$ cat src/rtl/qabm_pkg.sv
// shared types and constants for the quote-aware bracket matcher
package qabm_pkg;

  localparam int DEF_STACK_DEPTH = 64;
  localparam int DEF_MAX_LINE    = 1024;
  localparam int DEF_QUEUE_DEPTH = 4;

  localparam int CHAR_W = 8;
  localparam int QPOS_W = 10;
  localparam int OUT_W  = 16;

  typedef enum logic [1:0] {
    KIND_PAREN,
    KIND_SQUARE,
    KIND_CURLY
  } kind_t;

  typedef enum logic [1:0] {
    OP_NONE,
    OP_PUSH,
    OP_POP
  } opcode_t;

  // one classified character as handed from front to back
  typedef struct packed {
    opcode_t code;
    kind_t   kind;
    logic    line_ovf;
    logic    last;
  } op_t;

endpackage

$ cat src/rtl/qabm_front.sv
// front end: takes characters, tracks position and quoting, classifies brackets
module qabm_front import qabm_pkg::*; #(
  parameter int MAX_LINE = DEF_MAX_LINE,
  localparam int POS_W   = $clog2(MAX_LINE),
  localparam int LINE_W  = $clog2(MAX_LINE + 1)
) (
  input  logic              clk,
  input  logic              rst_n,
  input  logic              in_tvalid,
  output logic              in_tready,
  input  logic [CHAR_W-1:0] in_tdata,
  input  logic              in_tlast,
  output logic              q_valid,
  input  logic              q_ready,
  output op_t               q_op,
  output logic [POS_W-1:0]  q_pos
);

  localparam logic [CHAR_W-1:0] CH_LPAREN  = 8'h28;
  localparam logic [CHAR_W-1:0] CH_LSQUARE = 8'h5B;
  localparam logic [CHAR_W-1:0] CH_LCURLY  = 8'h7B;
  localparam logic [CHAR_W-1:0] CH_RPAREN  = 8'h29;
  localparam logic [CHAR_W-1:0] CH_RSQUARE = 8'h5D;
  localparam logic [CHAR_W-1:0] CH_RCURLY  = 8'h7D;
  localparam logic [CHAR_W-1:0] CH_QUOTE   = 8'h22;

  logic [LINE_W-1:0] char_idx_r, char_idx_nxt;
  logic              quote_r, quote_nxt;
  logic              in_range;
  logic              accept;

  assign in_tready = q_ready;
  assign q_valid   = in_tvalid;
  assign accept    = in_tvalid && in_tready;
  assign in_range  = char_idx_r < LINE_W'(MAX_LINE);
  assign q_pos     = char_idx_r[POS_W-1:0];

  always_comb begin
    q_op.code     = OP_NONE;
    q_op.kind     = KIND_PAREN;
    q_op.line_ovf = !in_range;
    q_op.last     = in_tlast;
    if (in_range && !quote_r) begin
      case (in_tdata)
        CH_LPAREN:  begin q_op.code = OP_PUSH; q_op.kind = KIND_PAREN;  end
        CH_LSQUARE: begin q_op.code = OP_PUSH; q_op.kind = KIND_SQUARE; end
        CH_LCURLY:  begin q_op.code = OP_PUSH; q_op.kind = KIND_CURLY;  end
        CH_RPAREN:  begin q_op.code = OP_POP;  q_op.kind = KIND_PAREN;  end
        CH_RSQUARE: begin q_op.code = OP_POP;  q_op.kind = KIND_SQUARE; end
        CH_RCURLY:  begin q_op.code = OP_POP;  q_op.kind = KIND_CURLY;  end
        default: ;
      endcase
    end
  end

  always_comb begin
    char_idx_nxt = char_idx_r;
    quote_nxt    = quote_r;
    if (accept) begin
      if (in_tlast) begin
        char_idx_nxt = '0;
        quote_nxt    = 1'b0;
      end else if (in_range) begin
        char_idx_nxt = char_idx_r + LINE_W'(1);
        if (in_tdata == CH_QUOTE) begin
          quote_nxt = !quote_r;
        end
      end
    end
  end

  always_ff @(posedge clk) begin
    if (!rst_n) begin
      char_idx_r <= '0;
      quote_r    <= 1'b0;
    end else begin
      char_idx_r <= char_idx_nxt;
      quote_r    <= quote_nxt;
    end
  end

endmodule

$ cat src/rtl/qabm_fifo.sv
// small register queue between front and back
module qabm_fifo import qabm_pkg::*; #(
  parameter int DEPTH = DEF_QUEUE_DEPTH,
  parameter int WIDTH = 8
) (
  input  logic             clk,
  input  logic             rst_n,
  input  logic             in_valid,
  output logic             in_ready,
  input  logic [WIDTH-1:0] in_data,
  output logic             out_valid,
  input  logic             out_ready,
  output logic [WIDTH-1:0] out_data
);

  localparam int PTR_W = $clog2(DEPTH);
  localparam int CNT_W = $clog2(DEPTH + 1);

  logic [WIDTH-1:0] mem_r [DEPTH];
  logic [PTR_W-1:0] wr_ptr_r, wr_ptr_nxt;
  logic [PTR_W-1:0] rd_ptr_r, rd_ptr_nxt;
  logic [CNT_W-1:0] cnt_r, cnt_nxt;
  logic             push, pop;

  assign in_ready  = cnt_r != CNT_W'(DEPTH);
  assign out_valid = cnt_r != '0;
  assign out_data  = mem_r[rd_ptr_r];
  assign push      = in_valid && in_ready;
  assign pop       = out_valid && out_ready;

  always_comb begin
    wr_ptr_nxt = wr_ptr_r;
    rd_ptr_nxt = rd_ptr_r;
    cnt_nxt    = cnt_r;
    if (push) begin
      wr_ptr_nxt = (wr_ptr_r == PTR_W'(DEPTH - 1)) ? '0 : wr_ptr_r + PTR_W'(1);
    end
    if (pop) begin
      rd_ptr_nxt = (rd_ptr_r == PTR_W'(DEPTH - 1)) ? '0 : rd_ptr_r + PTR_W'(1);
    end
    if (push && !pop) begin
      cnt_nxt = cnt_r + CNT_W'(1);
    end else if (pop && !push) begin
      cnt_nxt = cnt_r - CNT_W'(1);
    end
  end

  always_ff @(posedge clk) begin
    if (!rst_n) begin
      wr_ptr_r <= '0;
      rd_ptr_r <= '0;
      cnt_r    <= '0;
    end else begin
      wr_ptr_r <= wr_ptr_nxt;
      rd_ptr_r <= rd_ptr_nxt;
      cnt_r    <= cnt_nxt;
    end
  end

  always_ff @(posedge clk) begin
    if (push) begin
      mem_r[wr_ptr_r] <= in_data;
    end
  end

  a_cnt_bound: assert property (@(posedge clk) disable iff (!rst_n)
    cnt_r <= CNT_W'(DEPTH))
    else $error("queue count past depth");

endmodule

$ cat src/rtl/qabm_back.sv
// back end: bracket stack, partner search and result register
module qabm_back import qabm_pkg::*; #(
  parameter int STACK_DEPTH = DEF_STACK_DEPTH,
  parameter int MAX_LINE    = DEF_MAX_LINE,
  localparam int POS_W      = $clog2(MAX_LINE)
) (
  input  logic              clk,
  input  logic              rst_n,
  input  logic              cfg_we,
  input  logic [QPOS_W-1:0] cfg_wdata,
  input  logic              q_valid,
  output logic              q_ready,
  input  op_t               q_op,
  input  logic [POS_W-1:0]  q_pos,
  output logic              out_tvalid,
  input  logic              out_tready,
  output logic [OUT_W-1:0]  out_tdata
);

  localparam int IDX_W = $clog2(STACK_DEPTH);
  localparam int CNT_W = $clog2(STACK_DEPTH + 1);
  localparam int CMP_W = (POS_W > QPOS_W) ? POS_W : QPOS_W;

  // top of stack lives in registers, entries below it in the memory
  kind_t            mem_kind [STACK_DEPTH];
  logic [POS_W-1:0] mem_pos  [STACK_DEPTH];

  logic [CNT_W-1:0]  count_r, count_nxt;
  kind_t             top_kind_r, top_kind_nxt;
  logic [POS_W-1:0]  top_pos_r, top_pos_nxt;
  kind_t             below_kind_r;
  logic [POS_W-1:0]  below_pos_r;
  logic              hit_r, hit_nxt;
  logic [POS_W-1:0]  hit_pos_r, hit_pos_nxt;
  logic              ovf_r, ovf_nxt;
  logic [QPOS_W-1:0] qpos_r;
  logic              out_valid_r, out_valid_nxt;
  logic [OUT_W-1:0]  out_data_r, out_data_nxt;

  logic              hit_w, ovf_w;
  logic [POS_W-1:0]  hit_pos_w;
  logic [CNT_W-1:0]  count_w;
  logic [CMP_W-1:0]  qpos_ext, hit_pos_ext;
  logic [QPOS_W-1:0] match_w;
  logic [CNT_W-1:0]  cnt_m1, cnt_rd;
  logic [IDX_W-1:0]  wr_addr, rd_addr;
  logic              wr_en;
  logic              out_free, go;

  assign out_free = !out_valid_r || out_tready;
  assign q_ready  = !q_op.last || out_free;
  assign go       = q_valid && q_ready;
  assign qpos_ext = CMP_W'(qpos_r);
  assign cnt_m1   = count_r - CNT_W'(1);
  assign wr_addr  = cnt_m1[IDX_W-1:0];

  always_comb begin
    count_w      = count_r;
    top_kind_nxt = top_kind_r;
    top_pos_nxt  = top_pos_r;
    hit_w        = hit_r;
    hit_pos_w    = hit_pos_r;
    ovf_w        = ovf_r;
    wr_en        = 1'b0;
    if (go) begin
      ovf_w = ovf_r | q_op.line_ovf;
      case (q_op.code)
        OP_PUSH: begin
          if (count_r < CNT_W'(STACK_DEPTH)) begin
            wr_en        = count_r != '0;
            top_kind_nxt = q_op.kind;
            top_pos_nxt  = q_pos;
            count_w      = count_r + CNT_W'(1);
          end else begin
            ovf_w = 1'b1;
          end
        end
        OP_POP: begin
          if (count_r != '0 && top_kind_r == q_op.kind) begin
            top_kind_nxt = below_kind_r;
            top_pos_nxt  = below_pos_r;
            count_w      = cnt_m1;
            if (!hit_r) begin
              if (CMP_W'(top_pos_r) == qpos_ext) begin
                hit_w     = 1'b1;
                hit_pos_w = q_pos;
              end else if (CMP_W'(q_pos) == qpos_ext) begin
                hit_w     = 1'b1;
                hit_pos_w = top_pos_r;
              end
            end
          end
        end
        default: ;
      endcase
    end
  end

  // end of line: emit result and drop all line state
  always_comb begin
    hit_pos_ext  = CMP_W'(hit_pos_w);
    match_w      = hit_w ? hit_pos_ext[QPOS_W-1:0] : '0;
    out_data_nxt = out_data_r;
    out_valid_nxt = out_tready ? 1'b0 : out_valid_r;
    count_nxt    = count_w;
    hit_nxt      = hit_w;
    hit_pos_nxt  = hit_pos_w;
    ovf_nxt      = ovf_w;
    if (go && q_op.last) begin
      out_data_nxt  = OUT_W'({ovf_w, match_w, hit_w});
      out_valid_nxt = 1'b1;
      count_nxt     = '0;
      hit_nxt       = 1'b0;
      hit_pos_nxt   = '0;
      ovf_nxt       = 1'b0;
    end
  end

  // prefetch the entry just below the next top
  assign cnt_rd  = count_w - CNT_W'(2);
  assign rd_addr = cnt_rd[IDX_W-1:0];

  always_ff @(posedge clk) begin
    if (!rst_n) begin
      count_r     <= '0;
      hit_r       <= 1'b0;
      hit_pos_r   <= '0;
      ovf_r       <= 1'b0;
      qpos_r      <= '0;
      out_valid_r <= 1'b0;
    end else begin
      count_r     <= count_nxt;
      hit_r       <= hit_nxt;
      hit_pos_r   <= hit_pos_nxt;
      ovf_r       <= ovf_nxt;
      out_valid_r <= out_valid_nxt;
      if (cfg_we) begin
        qpos_r <= cfg_wdata;
      end
    end
  end

  always_ff @(posedge clk) begin
    top_kind_r <= top_kind_nxt;
    top_pos_r  <= top_pos_nxt;
    out_data_r <= out_data_nxt;
  end

  always_ff @(posedge clk) begin
    if (wr_en) begin
      mem_kind[wr_addr] <= top_kind_r;
      mem_pos[wr_addr]  <= top_pos_r;
      // on a push the old top becomes the entry below
      below_kind_r      <= top_kind_r;
      below_pos_r       <= top_pos_r;
    end else begin
      below_kind_r      <= mem_kind[rd_addr];
      below_pos_r       <= mem_pos[rd_addr];
    end
  end

  assign out_tvalid = out_valid_r;
  assign out_tdata  = out_data_r;

  a_count_bound: assert property (@(posedge clk) disable iff (!rst_n)
    count_r <= CNT_W'(STACK_DEPTH))
    else $error("stack count past depth");

  a_last_clears: assert property (@(posedge clk) disable iff (!rst_n)
    go && q_op.last |=> count_r == '0 && !hit_r && !ovf_r && out_valid_r)
    else $error("line state not cleared after last transfer");

  a_mismatch_keeps: assert property (@(posedge clk) disable iff (!rst_n)
    go && !q_op.last && q_op.code == OP_POP && count_r != '0 && top_kind_r != q_op.kind
    |=> count_r == $past(count_r))
    else $error("mismatched closer changed the stack");

endmodule

$ cat src/rtl/quote_aware_bracket_matcher.sv
// top level of the quote-aware bracket matcher
//
// Characters of a line arrive on the in_ stream, one byte per transfer, with
// in_tlast on the final character. Text between double quotes is skipped.
// The cfg_ port sets the position of the bracket whose partner is sought; the
// user must write it only between lines, which the block does not enforce.
// After the last character one result comes out on the out_ stream: found,
// partner position and an overflow flag for a full stack or a line longer
// than MAX_LINE. Throughput is one character per cycle unless the queue is
// full or a line end waits on an untaken result, set by the back end doing
// one stack push or pop per cycle with the top entry held in registers and
// the next entry prefetched from the stack memory. The last character passes
// through the queue and then the result register before the result is valid.
// A queue of QUEUE_DEPTH entries separates the front end from the back end;
// when the receiver stalls, the result holds and the back end stops only at
// the next line end, so characters keep flowing until the queue fills.
// Reset clears the line state, the queue and query position; the stack
// memory needs no clearing.
module quote_aware_bracket_matcher import qabm_pkg::*; #(
  parameter int STACK_DEPTH = DEF_STACK_DEPTH,
  parameter int MAX_LINE    = DEF_MAX_LINE,
  parameter int QUEUE_DEPTH = DEF_QUEUE_DEPTH
) (
  input  logic              clk,
  input  logic              rst_n,
  input  logic              cfg_we,
  input  logic [QPOS_W-1:0] cfg_wdata,   // query_pos
  input  logic              in_tvalid,
  output logic              in_tready,
  input  logic [CHAR_W-1:0] in_tdata,    // char_code
  input  logic              in_tlast,
  output logic              out_tvalid,
  input  logic              out_tready,
  output logic [OUT_W-1:0]  out_tdata    // found, match_pos[9:0], overflow, zero pad
);

  localparam int POS_W = $clog2(MAX_LINE);
  localparam int Q_W   = $bits(op_t) + POS_W;

  op_t              f_op, b_op;
  logic [POS_W-1:0] f_pos, b_pos;
  logic             f_valid, f_ready;
  logic             b_valid, b_ready;
  logic [Q_W-1:0]   f_data, b_data;

  qabm_front #(
    .MAX_LINE (MAX_LINE)
  ) u_front (
    .clk       (clk),
    .rst_n     (rst_n),
    .in_tvalid (in_tvalid),
    .in_tready (in_tready),
    .in_tdata  (in_tdata),
    .in_tlast  (in_tlast),
    .q_valid   (f_valid),
    .q_ready   (f_ready),
    .q_op      (f_op),
    .q_pos     (f_pos)
  );

  assign f_data = {f_pos, f_op};

  qabm_fifo #(
    .DEPTH (QUEUE_DEPTH),
    .WIDTH (Q_W)
  ) u_fifo (
    .clk       (clk),
    .rst_n     (rst_n),
    .in_valid  (f_valid),
    .in_ready  (f_ready),
    .in_data   (f_data),
    .out_valid (b_valid),
    .out_ready (b_ready),
    .out_data  (b_data)
  );

  assign b_op  = op_t'(b_data[$bits(op_t)-1:0]);
  assign b_pos = b_data[Q_W-1:$bits(op_t)];

  qabm_back #(
    .STACK_DEPTH (STACK_DEPTH),
    .MAX_LINE    (MAX_LINE)
  ) u_back (
    .clk        (clk),
    .rst_n      (rst_n),
    .cfg_we     (cfg_we),
    .cfg_wdata  (cfg_wdata),
    .q_valid    (b_valid),
    .q_ready    (b_ready),
    .q_op       (b_op),
    .q_pos      (b_pos),
    .out_tvalid (out_tvalid),
    .out_tready (out_tready),
    .out_tdata  (out_tdata)
  );

endmodule

$ cat config.mk
export PLATFORM = sky130hd
export DESIGN_NAME = quote_aware_bracket_matcher
export DESIGN_NICKNAME = d
export VERILOG_FILES = /design/src/rtl/qabm_pkg.sv /design/src/rtl/qabm_front.sv /design/src/rtl/qabm_fifo.sv /design/src/rtl/qabm_back.sv /design/src/rtl/quote_aware_bracket_matcher.sv
export SDC_FILE = /design/constraint.sdc
export NUM_CORES = 1
export LEC_CHECK = 0
export BUFFER_PORTS_ARGS = -buffer_cell sky130_fd_sc_hd__buf_2
export CORE_MARGIN = 4
export CORE_UTILIZATION = 45
export DETAILED_ROUTE_END_ITERATION = 10
export PLACE_DENSITY_LB_ADDON = 0.2
export SLEW_MARGIN = 20
export SYNTH_ARGS = -nofsm -noshare
export SYNTH_HDL_FRONTEND = slang
export SYNTH_SLANG_ARGS = --single-unit
$ cat constraint.sdc
create_clock -name clk -period 7.5 [get_ports clk]
set_clock_uncertainty 0.15 [all_clocks]
set_input_delay 0.75 -clock clk [delete_from_list [all_inputs] [get_ports clk]]
set_output_delay 0.75 -clock clk [all_outputs]
set_load 0.01 [all_outputs]
==> run summary <==
Setup crit end -> u_back.mem_pos[5][7]$_DFFE_PP_
Core ar. -> 79130 um2
Clk sinks -> 913
Vias -> 17464
Fmax -> 0.2034 GHz
Synth area leader -> edfxtp_1
First-pass GRT wire length -> 124500 um
Die ar. -> 84680 um2
Setup repair bufs after CTS -> 0
ANT cells -> 0
Worst relative slew slack -> 24.98%
Starting Density -> 45.54%
Design Power -> 14.38 mW
Largest net degree at the start of global routing -> 97
Multi-input gate area -> 8755 um2
CTS Buffer Depth -> 3
RSZ-0062 raised after global routing -> false
Drt first-iter violations -> 2105
Fin nets -> 1843
Syn_area_per_cell -> 20.76 um2
FF+latch area -> 26860 um2
Post-Route Setup TNS -> 0 ns
CP Data Arrival Time -> 5.02 ns
Vias in the first global route -> 17241
Share of cells above drive strength 1 -> 27.14%
Synthesized flop and latch total -> 913
Hold_ws -> 0.2172 ns
# Max-Cap Violations -> 0
Worst Tran Pin Value -> 1.121 ns
Clk_lat worst skew -> 0.66 ns
CTS Hold Bufs -> 0
CTS-repair resized insts -> 0
Drt drc -> 0
Cell Area, Placed -> 37400 um2
Final period utilization -> 65.56%
Commonest non-fill, non-tap cell in the layout -> edfxtp_1
Die width -> 291.0 um
Post-synth top flop -> edfxtp_1
Fin. Hold Viols -> 0
CP endpoint kind -> flip-flop
Clk slew on worst S/H paths -> 0.06 ns
FFs w/ async S/R, synth -> 0%
Worst VDD drop -> 281.0 uV
Fin area -> 40750 um2
Syn Inst Count -> 1736
Synth top area cells -> edfxtp_1 (71%), mux4_2 (16%), dfxtp_1 (3.2%)
GP Congestion -> 0.8423
Final HPWL DP -> 50890 um
Clk Tree Root Cell -> clkbuf_16
Final Max Tran Viols -> 0
Overflow after GRT -> 0
Register area share after synthesis -> 74.49%
Worst Setup Path Type -> flip-flop to flip-flop
Power Dens Cells -> 352.8 nW/um2
Tot GR Track Use -> 20.10%
H-tree lvl count -> 3
P&R area growth vs syn -> 13.08%
Place WS -> 2.522 ns
Synth top area share -> 71.33%
Routed wire length -> 85120 um
CTS tree -> built
P_leak -> 12.87 nW
Syn. warnings -> 0
# IOs -> 42
Post-route ant nets -> 0
Fin crit period -> 4.917 ns
Netlist Area Pre-Place -> 36040 um2
Worst R2R Setup Slack -> 2.58 ns
CTS Buf Count -> 92
Min-Delay Path Class -> input pin to flip-flop
Crit path max fanout -> 17
Most frequent cells in the layout -> edfxtp_1 (856), mux4_2 (255), clkbuf_16 (94)
CP Data Required Time -> 7.60 ns
Detailed Routing Iterations Pass 1 -> 5
Worst Slack Setup Final -> 2.583 ns
Initial antenna violation count -> 2
RR Endpoint -> u_back.mem_pos[5][7]$_DFFE_PP_
Drt wl/cell -> 29.02 um
Die height -> 291.0 um
Filler instances -> 6181
Startpoint Class -> flip-flop
Unique masters post-synth -> 57
# setup viols final -> 0
Post-synth EDFFs -> 856
R2r worst-path depth -> 7
Row count -> 103
Outcome -> finished, final reports clean
I/O Buffers -> 37
Via density -> 5.954
==> state kept, by name, indices dropped and copies added (netlist names), named ones only <==
register            cells
u_back.hit_r            1
u_back.out_tdata       12
u_front.char_idx_r     11
u_back.top_pos_r       10
u_back.count_r          7
u_back.top_kind_r       2
u_back.qpos_ext        10
u_back.mem_kind       128
u_back.ovf_r            1
u_back.mem_pos        640
u_fifo.mem_r           64
u_fifo.cnt_r            3
u_fifo.wr_ptr_r         2
u_back.out_tvalid       1
u_fifo.rd_ptr_r         2
u_front.quote_r         1
u_back.hit_pos_r       10
==> synth_stat cells, drive strengths merged (8+ instances only) <==
| cell type | count |
|---|---|
| a21oi | 13 |
| a221o | 11 |
| and3 | 8 |
| buf | 39 |
| clkbuf | 52 |
| dfxtp | 57 |
| edfxtp | 856 |
| ha | 13 |
| inv | 18 |
| mux2 | 25 |
| mux2i | 35 |
| mux4 | 255 |
| nand2 | 73 |
| nand3 | 11 |
| nand4 | 10 |
| nor2 | 96 |
| nor2b | 22 |
| nor3 | 22 |
| o21ai | 19 |
| or3 | 8 |
| xnor2 | 27 |
| xor2 | 18 |
==> worst min-delay path by stage <==
stage	startpoint	depth (start not counted)	endpoint
after detailed placement	u_back.hit_pos_r[3]$_SDFF_PP0_	2	u_back.hit_pos_r[3]$_SDFF_PP0_
after global routing	in_tlast	1	u_fifo.mem_r[1][0]$_DFFE_PP_
after global placement	u_back.hit_pos_r[3]$_SDFF_PP0_	2	u_back.hit_pos_r[3]$_SDFF_PP0_
final	cfg_wdata[4]	3	u_back.qpos_ext[4]$_SDFFE_PN0P_
after CTS	cfg_wdata[4]	3	u_back.qpos_ext[4]$_SDFFE_PN0P_
after floorplan	u_back.hit_pos_r[3]$_SDFF_PP0_	2	u_back.hit_pos_r[3]$_SDFF_PP0_
==> metal layers <==
layer / GRT usage (%) / wire length, um / vias to the layer above
li1: - / - / 7271
met3: 4.295 / 7094 / 114
met1: 30.75 / 37550 / 9261
met2: 29.63 / 38640 / 816
met4: 5.252 / 1784 / 2
met5: 0.5105 / 61 / -
==> worst max-delay path, stage by stage (launching register included) <==
cell     delay [ns]
dfxtp_1        0.90
mux2_2         0.42
a31oi_1        0.26
and2b_1        0.31
nand3_1        0.19
nor3_1         0.41
nand3_1        0.76
nor2_1         1.10
==> kinds of logic (layout without fill, tap and decap cells) <==
| logic type | after synthesis | in the layout | share of synthesized area (%) |
|---|---|---|---|
| flip-flops | 913 | 913 | 74.49 |
| AND/OR/NAND/NOR | 271 | 271 | 3.545 |
| other | 1 | 4 | 0.01041 |
| XOR/XNOR | 45 | 45 | 1.094 |
| adder cells (fa/ha/maj) | 14 | 14 | 0.5069 |
| buffers and inverters | 110 | 254 | 1.316 |
| multiplexers | 315 | 315 | 17.69 |
| AO/OA/AOI/OAI | 67 | 67 | 1.344 |
==> cell type report <==
cell class / instances / area share, %
Sequential cell: 913 / 65.91
Multi-Input combinational cell: 716 / 21.48
Clock buffer: 105 / 5.874
Tap cell: 1050 / 3.224
Clock inverter: 67 / 2.312
Timing Repair Buffer: 63 / 1.025
Inverter: 19 / 0.1750
==> report_power, final <==
part           switching (mW)  leakage (nW)  internal (mW)  total [mW]
clock                    1.96          1.62           3.04        4.99
sequential              0.129          8.14           6.41        6.54
combinational            1.96          3.11          0.877        2.84
==> through the flow <==
stage,util (%),instances
after CTS,51.48,2933
after global routing,51.50,2933
after detailed placement,47.26,2761
after global placement,47.26,2761
final,51.50,2933
after floorplan,-,1739
No activity file was read; power rests on OpenSTA's default activity.
